==> config.mk <==
export PLATFORM = sky130hd
export DESIGN_NAME = spi_master_shift_engine_flat
export DESIGN_NICKNAME = d
export VERILOG_FILES = /design/src/sv/sms_pkg.sv /design/src/sv/sms_if.sv /design/src/sv/sms_front.sv /design/src/sv/sms_back.sv /design/src/sv/spi_master_shift_engine.sv /design/src/flat_wrapper.sv
export SDC_FILE = /design/constraint.sdc
export NUM_CORES = 1
export LEC_CHECK = 0
export ABC_AREA = 1
export BUFFER_PORTS_ARGS = -buffer_cell sky130_fd_sc_hd__buf_2
export CORE_MARGIN = 2
export CORE_UTILIZATION = 54
export CTS_CLUSTER_DIAMETER = 80
export DETAILED_ROUTE_END_ITERATION = 10
export PLACE_DENSITY_LB_ADDON = 0.15
export SLEW_MARGIN = 40
export SYNTH_ARGS = -nofsm -noshare
export SYNTH_HDL_FRONTEND = slang
export SYNTH_HIERARCHICAL = 1
export SYNTH_SLANG_ARGS = --single-unit
==> constraint.sdc <==
create_clock -name clock -period 2.9 [get_ports clock]
set_input_delay 0.29 -clock clock [delete_from_list [all_inputs] [get_ports clock]]
set_output_delay 0.29 -clock clock [all_outputs]
set_load 0.005 [all_outputs]
==> src/sv/sms_pkg.sv <==
// ----------------------------------------------------------------------------
// sms_pkg
// Shared types and constants of the SPI master shift engine.
// ----------------------------------------------------------------------------
package sms_pkg;

   localparam int unsigned NUM_SLOTS = 4;
   localparam int unsigned EFF_SLOTS = (NUM_SLOTS < 4) ? NUM_SLOTS : 4;

   localparam logic [15:0] CS_SETTLE_TICKS  = 16'd500;
   localparam logic [15:0] HALF_PERIOD_RST  = 16'd300;

   localparam logic [2:0] CMD_TICK  = 3'd0;
   localparam logic [2:0] CMD_WRITE = 3'd1;
   localparam logic [2:0] CMD_READ  = 3'd2;
   localparam logic [2:0] CMD_CLAIM = 3'd3;
   localparam logic [2:0] CMD_RAISE = 3'd4;
   localparam logic [2:0] CMD_LOWER = 3'd5;

   localparam logic [1:0] ST_OK        = 2'd0;
   localparam logic [1:0] ST_NO_SLOT   = 2'd1;
   localparam logic [1:0] ST_UNCLAIMED = 2'd2;
   localparam logic [1:0] ST_BUSY      = 2'd3;

   typedef struct packed {
      logic is_tick;
      logic is_write;
      logic is_read;
      logic is_claim;
      logic is_cs;
      logic is_raise;
   } cmd_class_type;

   typedef struct packed {
      cmd_class_type cls;
      logic [7:0]    data_byte;
      logic [7:0]    cs_pin;
      logic [1:0]    slot;
      logic          miso_level;
   } queue_entry_type;

   typedef struct packed {
      logic            valid;
      queue_entry_type entry;
   } queue_head_type;

   typedef struct packed {
      logic       mosi;
      logic       sclk;
      logic [3:0] cs_levels;
      logic       busy_res;
      logic       done_res;
      logic [7:0] read_data;
      logic [1:0] claimed_slot;
      logic [7:0] selected_pin;
      logic [1:0] status;
   } rsp_type;

endpackage

==> src/sv/sms_if.sv <==
// ----------------------------------------------------------------------------
// sms_if
// Request, response and register-write channels of the SPI master.
// ----------------------------------------------------------------------------
interface sms_req_if;
   logic       valid;
   logic       ready;
   logic [2:0] command;
   logic [7:0] data_byte;
   logic [7:0] cs_pin;
   logic [1:0] slot;
   logic       miso_level;

   modport source (output valid, command, data_byte, cs_pin, slot, miso_level,
                   input ready);
   modport sink (input valid, command, data_byte, cs_pin, slot, miso_level,
                 output ready);
endinterface

interface sms_rsp_if;
   logic       valid;
   logic       ready;
   logic       mosi;
   logic       sclk;
   logic [3:0] cs_levels;
   logic       busy_res;
   logic       done_res;
   logic [7:0] read_data;
   logic [1:0] claimed_slot;
   logic [7:0] selected_pin;
   logic [1:0] status;

   modport source (output valid, mosi, sclk, cs_levels, busy_res, done_res, read_data,
                   claimed_slot, selected_pin, status, input ready);
   modport sink (input valid, mosi, sclk, cs_levels, busy_res, done_res, read_data,
                 claimed_slot, selected_pin, status, output ready);
endinterface

interface sms_csr_if;
   logic        valid;
   logic        ready;
   logic [15:0] half_period_ticks;

   modport source (output valid, half_period_ticks, input ready);
   modport sink (input valid, half_period_ticks, output ready);
endinterface

==> src/sv/sms_front.sv <==
// ----------------------------------------------------------------------------
// sms_front
// Accepts requests, decodes the command and holds them in a two-entry queue.
// ----------------------------------------------------------------------------
module sms_front (
   input  logic                    clock,
   input  logic                    reset,
   sms_req_if.sink                 req_chan,
   input  logic                    pop,
   output sms_pkg::queue_head_type head
);

   sms_pkg::queue_entry_type q_ff [2];
   logic       wr_ptr_ff, wr_ptr_in;
   logic       rd_ptr_ff, rd_ptr_in;
   logic [1:0] count_ff, count_in;
   logic       push;
   sms_pkg::queue_entry_type entry;

   always_comb begin
      entry.cls.is_tick  = (req_chan.command == sms_pkg::CMD_TICK);
      entry.cls.is_write = (req_chan.command == sms_pkg::CMD_WRITE);
      entry.cls.is_read  = (req_chan.command == sms_pkg::CMD_READ);
      entry.cls.is_claim = (req_chan.command == sms_pkg::CMD_CLAIM);
      entry.cls.is_cs    = (req_chan.command == sms_pkg::CMD_RAISE) ||
                           (req_chan.command == sms_pkg::CMD_LOWER);
      entry.cls.is_raise = (req_chan.command == sms_pkg::CMD_RAISE);
      entry.data_byte    = req_chan.data_byte;
      entry.cs_pin       = req_chan.cs_pin;
      entry.slot         = req_chan.slot;
      entry.miso_level   = req_chan.miso_level;
   end

   assign req_chan.ready = (count_ff != 2'd2);
   assign push           = req_chan.valid && req_chan.ready;
   assign head.valid     = (count_ff != 2'd0);
   assign head.entry     = q_ff[rd_ptr_ff];

   always_comb begin
      wr_ptr_in = push ? ~wr_ptr_ff : wr_ptr_ff;
      rd_ptr_in = pop ? ~rd_ptr_ff : rd_ptr_ff;
      count_in  = count_ff + 2'(push) - 2'(pop);
   end

   always_ff @(posedge clock) begin
      if (reset) begin
         wr_ptr_ff <= 1'b0;
         rd_ptr_ff <= 1'b0;
         count_ff  <= 2'd0;
      end else begin
         wr_ptr_ff <= wr_ptr_in;
         rd_ptr_ff <= rd_ptr_in;
         count_ff  <= count_in;
      end
   end

   always_ff @(posedge clock) begin
      if (push) begin
         q_ff[wr_ptr_ff] <= entry;
      end
   end

endmodule

==> src/sv/sms_back.sv <==
// ----------------------------------------------------------------------------
// sms_back
// Executes queued requests: bit timing, select slots and the response register.
// ----------------------------------------------------------------------------
module sms_back (
   input  logic                    clock,
   input  logic                    reset,
   input  sms_pkg::queue_head_type head,
   output logic                    pop,
   sms_rsp_if.source               rsp_chan,
   sms_csr_if.sink                 csr_chan
);

   localparam logic [2:0] PH_IDLE  = 3'd0;
   localparam logic [2:0] PH_WLOW  = 3'd1;
   localparam logic [2:0] PH_WHIGH = 3'd2;
   localparam logic [2:0] PH_RLOW  = 3'd3;
   localparam logic [2:0] PH_RH1   = 3'd4;
   localparam logic [2:0] PH_RH2   = 3'd5;
   localparam logic [2:0] PH_RH3   = 3'd6;
   localparam logic [2:0] PH_CS    = 3'd7;

   logic [15:0] half_ff;
   logic [15:0] tick_ff, tick_in;
   logic [2:0]  phase_ff, phase_in;
   logic [2:0]  bit_ff, bit_in;
   logic [7:0]  shift_ff, shift_in;
   logic        raise_ff, raise_in;
   logic        mosi_ff, mosi_in;
   logic        sclk_ff, sclk_in;
   logic [3:0]  used_ff, used_in;
   logic [3:0]  cs_ff, cs_in;
   logic [7:0]  last_read_ff, last_read_in;
   logic [1:0]  last_claim_ff, last_claim_in;
   logic [1:0]  op_slot_ff, op_slot_in;
   logic [7:0]  pin_mem [4];
   logic        pin_we;
   logic [1:0]  pin_waddr;

   logic              out_valid_ff, out_valid_in;
   sms_pkg::rsp_type  out_ff, out_in;

   sms_pkg::queue_entry_type e;
   logic        busy;
   logic        done;
   logic        cs_item;
   logic        found;
   logic [1:0]  status;
   logic [7:0]  sel_pin;
   logic [15:0] hp;
   logic [16:0] tc;
   logic [3:0]  cs_bit;

   assign csr_chan.ready = 1'b1;
   assign e    = head.entry;
   assign pop  = head.valid && (!out_valid_ff || rsp_chan.ready);
   assign busy = (phase_ff != PH_IDLE);
   assign hp   = (half_ff == 16'd0) ? 16'd1 : half_ff;
   assign tc   = {1'b0, tick_ff} + 17'd1;

   always_comb begin
      tick_in       = tick_ff;
      phase_in      = phase_ff;
      bit_in        = bit_ff;
      shift_in      = shift_ff;
      raise_in      = raise_ff;
      mosi_in       = mosi_ff;
      sclk_in       = sclk_ff;
      used_in       = used_ff;
      cs_in         = cs_ff;
      last_read_in  = last_read_ff;
      last_claim_in = last_claim_ff;
      op_slot_in    = op_slot_ff;
      pin_we        = 1'b0;
      pin_waddr     = 2'd0;
      done          = 1'b0;
      cs_item       = 1'b0;
      found         = 1'b0;
      status        = sms_pkg::ST_OK;
      sel_pin       = 8'd0;
      cs_bit        = 4'd1 << op_slot_ff;

      if (e.cls.is_tick) begin
         if (busy) begin
            if (phase_ff == PH_CS) begin
               cs_item = 1'b1;
               if (tc < {1'b0, sms_pkg::CS_SETTLE_TICKS}) begin
                  tick_in = tc[15:0];
               end else begin
                  tick_in = 16'd0;
                  if (bit_ff == 3'd0) begin
                     cs_in  = raise_ff ? (cs_ff | cs_bit) : (cs_ff & ~cs_bit);
                     bit_in = 3'd1;
                  end else begin
                     phase_in = PH_IDLE;
                     bit_in   = 3'd0;
                     done     = 1'b1;
                  end
               end
            end else if (tc < {1'b0, hp}) begin
               tick_in = tc[15:0];
            end else begin
               tick_in = 16'd0;
               case (phase_ff)
                  PH_WLOW: begin
                     sclk_in  = 1'b1;
                     phase_in = PH_WHIGH;
                  end
                  PH_WHIGH: begin
                     sclk_in = 1'b0;
                     if (bit_ff == 3'd7) begin
                        mosi_in  = 1'b1;
                        phase_in = PH_IDLE;
                        bit_in   = 3'd0;
                        done     = 1'b1;
                     end else begin
                        bit_in   = bit_ff + 3'd1;
                        shift_in = {shift_ff[6:0], 1'b0};
                        mosi_in  = shift_ff[6];
                        phase_in = PH_WLOW;
                     end
                  end
                  PH_RLOW: begin
                     sclk_in  = 1'b1;
                     phase_in = PH_RH1;
                  end
                  PH_RH1: begin
                     shift_in = {shift_ff[6:0], e.miso_level};
                     phase_in = PH_RH2;
                  end
                  PH_RH2: begin
                     phase_in = PH_RH3;
                  end
                  PH_RH3: begin
                     sclk_in = 1'b0;
                     if (bit_ff == 3'd7) begin
                        last_read_in = shift_ff;
                        phase_in     = PH_IDLE;
                        bit_in       = 3'd0;
                        done         = 1'b1;
                     end else begin
                        bit_in   = bit_ff + 3'd1;
                        phase_in = PH_RLOW;
                     end
                  end
                  default: begin
                     phase_in = PH_IDLE;
                  end
               endcase
            end
         end
      end else if (busy && (e.cls.is_write || e.cls.is_read || e.cls.is_claim ||
                            e.cls.is_cs)) begin
         status = sms_pkg::ST_BUSY;
      end else if (e.cls.is_write) begin
         shift_in = e.data_byte;
         bit_in   = 3'd0;
         tick_in  = 16'd0;
         mosi_in  = e.data_byte[7];
         sclk_in  = 1'b0;
         phase_in = PH_WLOW;
      end else if (e.cls.is_read) begin
         shift_in = 8'd0;
         bit_in   = 3'd0;
         tick_in  = 16'd0;
         sclk_in  = 1'b0;
         phase_in = PH_RLOW;
      end else if (e.cls.is_claim) begin
         for (int i = 0; i < sms_pkg::EFF_SLOTS; i++) begin
            if (!found && !used_ff[i]) begin
               found         = 1'b1;
               used_in[i]    = 1'b1;
               cs_in[i]      = 1'b1;
               pin_we        = 1'b1;
               pin_waddr     = 2'(i);
               last_claim_in = 2'(i);
            end
         end
         if (found) begin
            sel_pin = e.cs_pin;
            done    = 1'b1;
         end else begin
            status = sms_pkg::ST_NO_SLOT;
         end
      end else if (e.cls.is_cs) begin
         if ({1'b0, e.slot} >= 3'(sms_pkg::EFF_SLOTS) || !used_ff[e.slot]) begin
            status = sms_pkg::ST_UNCLAIMED;
         end else begin
            raise_in   = e.cls.is_raise;
            op_slot_in = e.slot;
            tick_in    = 16'd0;
            bit_in     = 3'd0;
            cs_item    = 1'b1;
            if (sms_pkg::CS_SETTLE_TICKS == 16'd0) begin
               cs_bit = 4'd1 << e.slot;
               cs_in  = e.cls.is_raise ? (cs_ff | cs_bit) : (cs_ff & ~cs_bit);
               done   = 1'b1;
            end else begin
               phase_in = PH_CS;
            end
         end
      end

      if (cs_item) begin
         sel_pin = pin_mem[op_slot_in];
      end

      out_in.mosi         = mosi_in;
      out_in.sclk         = sclk_in;
      out_in.cs_levels    = cs_in;
      out_in.busy_res     = (phase_in != PH_IDLE);
      out_in.done_res     = done;
      out_in.read_data    = last_read_in;
      out_in.claimed_slot = last_claim_in;
      out_in.selected_pin = sel_pin;
      out_in.status       = status;

      if (pop) begin
         out_valid_in = 1'b1;
      end else if (rsp_chan.ready) begin
         out_valid_in = 1'b0;
      end else begin
         out_valid_in = out_valid_ff;
      end
   end

   always_ff @(posedge clock) begin
      if (reset) begin
         half_ff       <= sms_pkg::HALF_PERIOD_RST;
         tick_ff       <= 16'd0;
         phase_ff      <= PH_IDLE;
         bit_ff        <= 3'd0;
         shift_ff      <= 8'd0;
         raise_ff      <= 1'b0;
         mosi_ff       <= 1'b1;
         sclk_ff       <= 1'b0;
         used_ff       <= 4'd0;
         cs_ff         <= 4'hF;
         last_read_ff  <= 8'd0;
         last_claim_ff <= 2'd0;
         op_slot_ff    <= 2'd0;
         out_valid_ff  <= 1'b0;
      end else begin
         if (csr_chan.valid && csr_chan.ready) begin
            half_ff <= csr_chan.half_period_ticks;
         end
         if (pop) begin
            tick_ff       <= tick_in;
            phase_ff      <= phase_in;
            bit_ff        <= bit_in;
            shift_ff      <= shift_in;
            raise_ff      <= raise_in;
            mosi_ff       <= mosi_in;
            sclk_ff       <= sclk_in;
            used_ff       <= used_in;
            cs_ff         <= cs_in;
            last_read_ff  <= last_read_in;
            last_claim_ff <= last_claim_in;
            op_slot_ff    <= op_slot_in;
         end
         out_valid_ff <= out_valid_in;
      end
   end

   always_ff @(posedge clock) begin
      if (pop && pin_we) begin
         pin_mem[pin_waddr] <= e.cs_pin;
      end
      if (pop) begin
         out_ff <= out_in;
      end
   end

   assign rsp_chan.valid        = out_valid_ff;
   assign rsp_chan.mosi         = out_ff.mosi;
   assign rsp_chan.sclk         = out_ff.sclk;
   assign rsp_chan.cs_levels    = out_ff.cs_levels;
   assign rsp_chan.busy_res     = out_ff.busy_res;
   assign rsp_chan.done_res     = out_ff.done_res;
   assign rsp_chan.read_data    = out_ff.read_data;
   assign rsp_chan.claimed_slot = out_ff.claimed_slot;
   assign rsp_chan.selected_pin = out_ff.selected_pin;
   assign rsp_chan.status       = out_ff.status;

endmodule

==> src/sv/spi_master_shift_engine.sv <==
// ----------------------------------------------------------------------------
// spi_master_shift_engine
// SPI master (mode 0, MSB first) with select slots, advanced by tick requests.
// ----------------------------------------------------------------------------
// Takes one request per clock and returns one response per request, in order,
// while the response side is ready. A request enters a two-entry queue; the
// engine executes the queue head and registers the response, so sustained
// throughput is one request per cycle when the response side is ready.
// Each tick request advances the line timing by one tick; a byte transfer or
// select change runs across many tick requests, not across clock cycles.
// Write the half-period register only while no request is queued or waiting
// for its response; the new value applies to the next request executed.
module spi_master_shift_engine (
   input  logic      clock,
   input  logic      reset,
   sms_req_if.sink   req_chan,
   sms_rsp_if.source rsp_chan,
   sms_csr_if.sink   csr_chan
);

   sms_pkg::queue_head_type head;
   logic                    pop;

   sms_front u_front (
      .clock    (clock),
      .reset    (reset),
      .req_chan (req_chan),
      .pop      (pop),
      .head     (head)
   );

   sms_back u_back (
      .clock    (clock),
      .reset    (reset),
      .head     (head),
      .pop      (pop),
      .rsp_chan (rsp_chan),
      .csr_chan (csr_chan)
   );

endmodule

==> src/flat_wrapper.sv <==
// flat-port wrapper written by rule: the top's interface ports become plain ports
module spi_master_shift_engine_flat 
  (clock, reset, req_chan_valid, req_chan_command, req_chan_data_byte, req_chan_cs_pin, req_chan_slot, req_chan_miso_level, req_chan_ready, rsp_chan_valid, rsp_chan_mosi, rsp_chan_sclk, rsp_chan_cs_levels, rsp_chan_busy_res, rsp_chan_done_res, rsp_chan_read_data, rsp_chan_claimed_slot, rsp_chan_selected_pin, rsp_chan_status, rsp_chan_ready, csr_chan_valid, csr_chan_half_period_ticks, csr_chan_ready);
  sms_req_if req_chan_i ();
  sms_rsp_if rsp_chan_i ();
  sms_csr_if csr_chan_i ();
  input  logic clock;
  input  logic reset;
  input wire logic [$bits(req_chan_i.valid)-1:0] req_chan_valid;
  input wire logic [$bits(req_chan_i.command)-1:0] req_chan_command;
  input wire logic [$bits(req_chan_i.data_byte)-1:0] req_chan_data_byte;
  input wire logic [$bits(req_chan_i.cs_pin)-1:0] req_chan_cs_pin;
  input wire logic [$bits(req_chan_i.slot)-1:0] req_chan_slot;
  input wire logic [$bits(req_chan_i.miso_level)-1:0] req_chan_miso_level;
  output wire logic [$bits(req_chan_i.ready)-1:0] req_chan_ready;
  output wire logic [$bits(rsp_chan_i.valid)-1:0] rsp_chan_valid;
  output wire logic [$bits(rsp_chan_i.mosi)-1:0] rsp_chan_mosi;
  output wire logic [$bits(rsp_chan_i.sclk)-1:0] rsp_chan_sclk;
  output wire logic [$bits(rsp_chan_i.cs_levels)-1:0] rsp_chan_cs_levels;
  output wire logic [$bits(rsp_chan_i.busy_res)-1:0] rsp_chan_busy_res;
  output wire logic [$bits(rsp_chan_i.done_res)-1:0] rsp_chan_done_res;
  output wire logic [$bits(rsp_chan_i.read_data)-1:0] rsp_chan_read_data;
  output wire logic [$bits(rsp_chan_i.claimed_slot)-1:0] rsp_chan_claimed_slot;
  output wire logic [$bits(rsp_chan_i.selected_pin)-1:0] rsp_chan_selected_pin;
  output wire logic [$bits(rsp_chan_i.status)-1:0] rsp_chan_status;
  input wire logic [$bits(rsp_chan_i.ready)-1:0] rsp_chan_ready;
  input wire logic [$bits(csr_chan_i.valid)-1:0] csr_chan_valid;
  input wire logic [$bits(csr_chan_i.half_period_ticks)-1:0] csr_chan_half_period_ticks;
  output wire logic [$bits(csr_chan_i.ready)-1:0] csr_chan_ready;
  assign req_chan_i.valid = req_chan_valid;
  assign req_chan_i.command = req_chan_command;
  assign req_chan_i.data_byte = req_chan_data_byte;
  assign req_chan_i.cs_pin = req_chan_cs_pin;
  assign req_chan_i.slot = req_chan_slot;
  assign req_chan_i.miso_level = req_chan_miso_level;
  assign req_chan_ready = req_chan_i.ready;
  assign rsp_chan_valid = rsp_chan_i.valid;
  assign rsp_chan_mosi = rsp_chan_i.mosi;
  assign rsp_chan_sclk = rsp_chan_i.sclk;
  assign rsp_chan_cs_levels = rsp_chan_i.cs_levels;
  assign rsp_chan_busy_res = rsp_chan_i.busy_res;
  assign rsp_chan_done_res = rsp_chan_i.done_res;
  assign rsp_chan_read_data = rsp_chan_i.read_data;
  assign rsp_chan_claimed_slot = rsp_chan_i.claimed_slot;
  assign rsp_chan_selected_pin = rsp_chan_i.selected_pin;
  assign rsp_chan_status = rsp_chan_i.status;
  assign rsp_chan_i.ready = rsp_chan_ready;
  assign csr_chan_i.valid = csr_chan_valid;
  assign csr_chan_i.half_period_ticks = csr_chan_half_period_ticks;
  assign csr_chan_ready = csr_chan_i.ready;
  spi_master_shift_engine u_core (.clock(clock), .reset(reset), .req_chan(req_chan_i), .rsp_chan(rsp_chan_i), .csr_chan(csr_chan_i));
endmodule
==> metrics.txt <==
status=completed; CTS tree=done; post-synthesis mux area share=just under 4%; Pwr Density=870 mW/mm^2; number of global-route vias before repair=roughly 6700; DR vias/cell=5.35; Die Y=roughly 130 um; Seq cells post-synth=185; area grow syn2layout=21.6%; main area contributors after synthesis=edfxtp_1 (36%), dfxtp_1 (16%), nand2_1 (9.4%); share of cells above drive strength 1=28.0%; CP Cell Sequence=ha_4 > inv_2 > nor2_4 > nand4_1 > nand2_1 > inv_2 > ha_4 > nand2_4 > nor2_4 > and3_4 > nand4_1 > buf_6 > nand2_8 > buf_6 > nand2_2 > nand3_2 > nand2_2 > a21oi_2 > nand3_1; setup_tns=0 ps; H-tree depth=4; initial antenna violation count=0; Synth Area in Simple Gates=between 20 and 25%; RSZ-0062 raised after global routing=yes; Core Area=roughly 0.017 mm^2; clock transition at the registers of the reported paths=~70 ps; endpoints failing hold=0; Critical Path Fanout Max=6; DPL Wire Length=between 10000 and 15000 um; Slew Limit Fails=0; Synth Area in XOR/XNOR=less than 1%; clk_lat worst skew=about 440 ps; Die X=134 um; Root Buffer=clkbuf_16; syn_nets=around 1100; period utilisation layout=about 100%; hold crit path type=input pin to register; detailed-route DRC error count=0; Max stage delay on crit path=between 300 and 400 ps; Min Clock Period, post-route=2890 ps; Post-synth ARST share=0%; IO Count=74; IO Port Bufs=a little over 70; Max VDD drop=0.638 mV; adder-cell share of the synthesized area=about 2.7%; ANT cells=0; CTS buffer count=17; Max-cap violations=0; gpl congestion=~0.88; Placed Area=roughly 0.0099 mm^2; worst path bufs/invs=4; P_int=~6.2 mW; Finished Cell Area=around 0.011 mm^2; Antenna Nets Post-Route=0; part of the power in registers=38.6%; main combinational cell family by area after synthesis=simple AND/OR/NAND/NOR gates; num rows=between 40 and 50; vias=~7400; CTS Sinks=185; Pre-antenna DRT Iters=5; grt ovf=0; clock buffer depth=2; Setup violations, final=0; CP required=3080 ps; cells after synthesis=between 1000 and 1500; first-pass GRT wire length=roughly 32000 um; count leader, synth=nand2_1; drt wl/cell=15.1 um; post-synthesis compound-gate area fraction=around a tenth; area share of the largest cell type after synthesis=36.3%; Sw Ratio=36.1%; pin count of the biggest net entering global routing=56; Startpoint Class=register; cell taking the most area after synthesis=edfxtp_1; synth warn=6; Slew @ Worst Pin=around 760 ps; CP delay by family, top=simple AND/OR/NAND/NOR gates; Slew headroom=48.6%; GRT Overall Usage=about 23%; DIE AREA=about 0.018 mm^2; CP arrival=approximately 3100 ps; Setup CP Type=register to register; routed wire length=around 21000 um; Syn Area/Cell=slightly below 9 um^2; Post-synth top cells=nand2_1 (229), inv_1 (130), edfxtp_1 (110); synthesized area=0.00910 mm^2; Seq/Total Area, Yosys=between 50 and 60%; Worst Skew=around 14 ps; fmax=346 MHz; Net Sw Power=3.48 mW; prevailing post-synth register cell=edfxtp_1; clock network power share=roughly 25%; Yosys cell types=between 40 and 50; power share of the combinational group=a little over a third; nets=between 1000 and 1500; Slowest cell on crit path=dfxtp_4; Initial Util=55.1%; Final Total Pwr=~9.6 mW; kind of end point of the critical path=register; initial drt markers=about 500; Pleak=about 4.6 nW; Post-synth EDFFs=110
-- final timing paths --
check                      startpoint                              end  slack, ps  depth (start not counted)
max reg2reg  u_core/u_back/tick_ff[1]  u_core/u_back/rsp_chan.busy_res         10                         19
min             req_chan_data_byte[4]       u_core/u_front/q_ff[0][15]         30                          1
max          u_core/u_back/tick_ff[1]  u_core/u_back/rsp_chan.busy_res         10                         19
min reg2reg    u_core/u_back/cs_ff[0]           u_core/u_back/cs_ff[0]        470                          2
-- repair_timing --
item	in CTS	in global routing
hold buffers	0	0
resized for setup	14	101
setup endpoints to repair	39	68
pin swaps	5	49
gates cloned	0	0
buffers inserted	0	10
-- per-stage QoR --
stage	instances	worst slack, ps	hold slack, ps	utilization (%)
floorplan	1030	96.1	359	-
global placement	1342	-31.1	450	60.2
detailed placement	1342	-93.5	453	60.2
CTS	1374	8.22	22.2	64.2
global route	1384	-133	19.1	67.0
finish	1384	13.9	33.7	67.0
-- power groups by stage --
stage                     Clock (mW)  Combinational [mW]  Sequential [mW]
after floorplan                    0                2.16             3.75
after global placement             0                3.10             3.75
after detailed placement           0                3.13             3.77
after CTS                       2.44                3.19             3.71
after global routing            2.55                3.89             3.78
final                           2.40                3.51             3.72
-- layout by cell type, fill, tap and decap left out, types with 4 or more instances in the layout --
cell type / instances
o21ai_2: 16
nand4_1: 22
dfxtp_1: 63
nand2_4: 5
nor3_1: 7
inv_1: 120
a21oi_2: 6
nor2_4: 8
buf_4: 57
nand3_2: 13
buf_2: 72
nand3_1: 47
clkbuf_16: 17
dfxtp_4: 6
o21ai_0: 49
nor2_1: 88
nor4_1: 4
ha_1: 14
dfxtp_2: 6
edfxtp_1: 110
nand2_2: 31
a21oi_1: 83
mux2_2: 5
nand2_1: 209
buf_6: 5
inv_2: 13
ha_4: 6
mux2_4: 20
nor2_2: 9
-- cell families after synthesis --
logic type,Yosys count
compound gates,172
simple gates,452
fa+ha+maj,20
xor+xnor,6
flops,185
mux,25
other cells,1
buf+inv,169
-- metal layers --
metal	vias to the layer above	global-route usage (%)	part of all wire, %
met1	3475	29.4	43
met3	43	5.14	4.9
met2	214	38.6	49
met5	-	0	0
met4	0	8.63	2.2
li1	3667	-	-
-- layout make-up --
| cell class | instances | area, um^2 |
|---|---|---|
| clock inverters | 15 | 186 |
| flip-flops and latches | 185 | 4830 |
| well taps | 220 | 275 |
| inverters | 136 | 518 |
| multi-input cells | 676 | 3960 |
| repair buffers | 135 | 865 |
| clock buffers | 17 | 425 |
| fillers | 1306 | 5460 |
-- flip-flops by register name (all words and copies together) (netlist names), 3 cells and up, named ones only --
register,cells
u_core/u_back/pin_mem,32
u_core/u_back/phase_ff,3
u_core/u_back/tick_ff,16
u_core/u_back/half_ff,16
u_core/u_back/used_ff,4
u_core/u_back/rsp_chan.selected_pin,8
u_core/u_back/shift_ff,8
u_core/u_back/rsp_chan.read_data,8
u_core/u_front/q_ff,50
u_core/u_back/rsp_chan.cs_levels,4
u_core/u_back/cs_ff,4
u_core/u_back/bit_ff,3
u_core/u_back/last_read_ff,8
(Power assumes the default switching activity.)
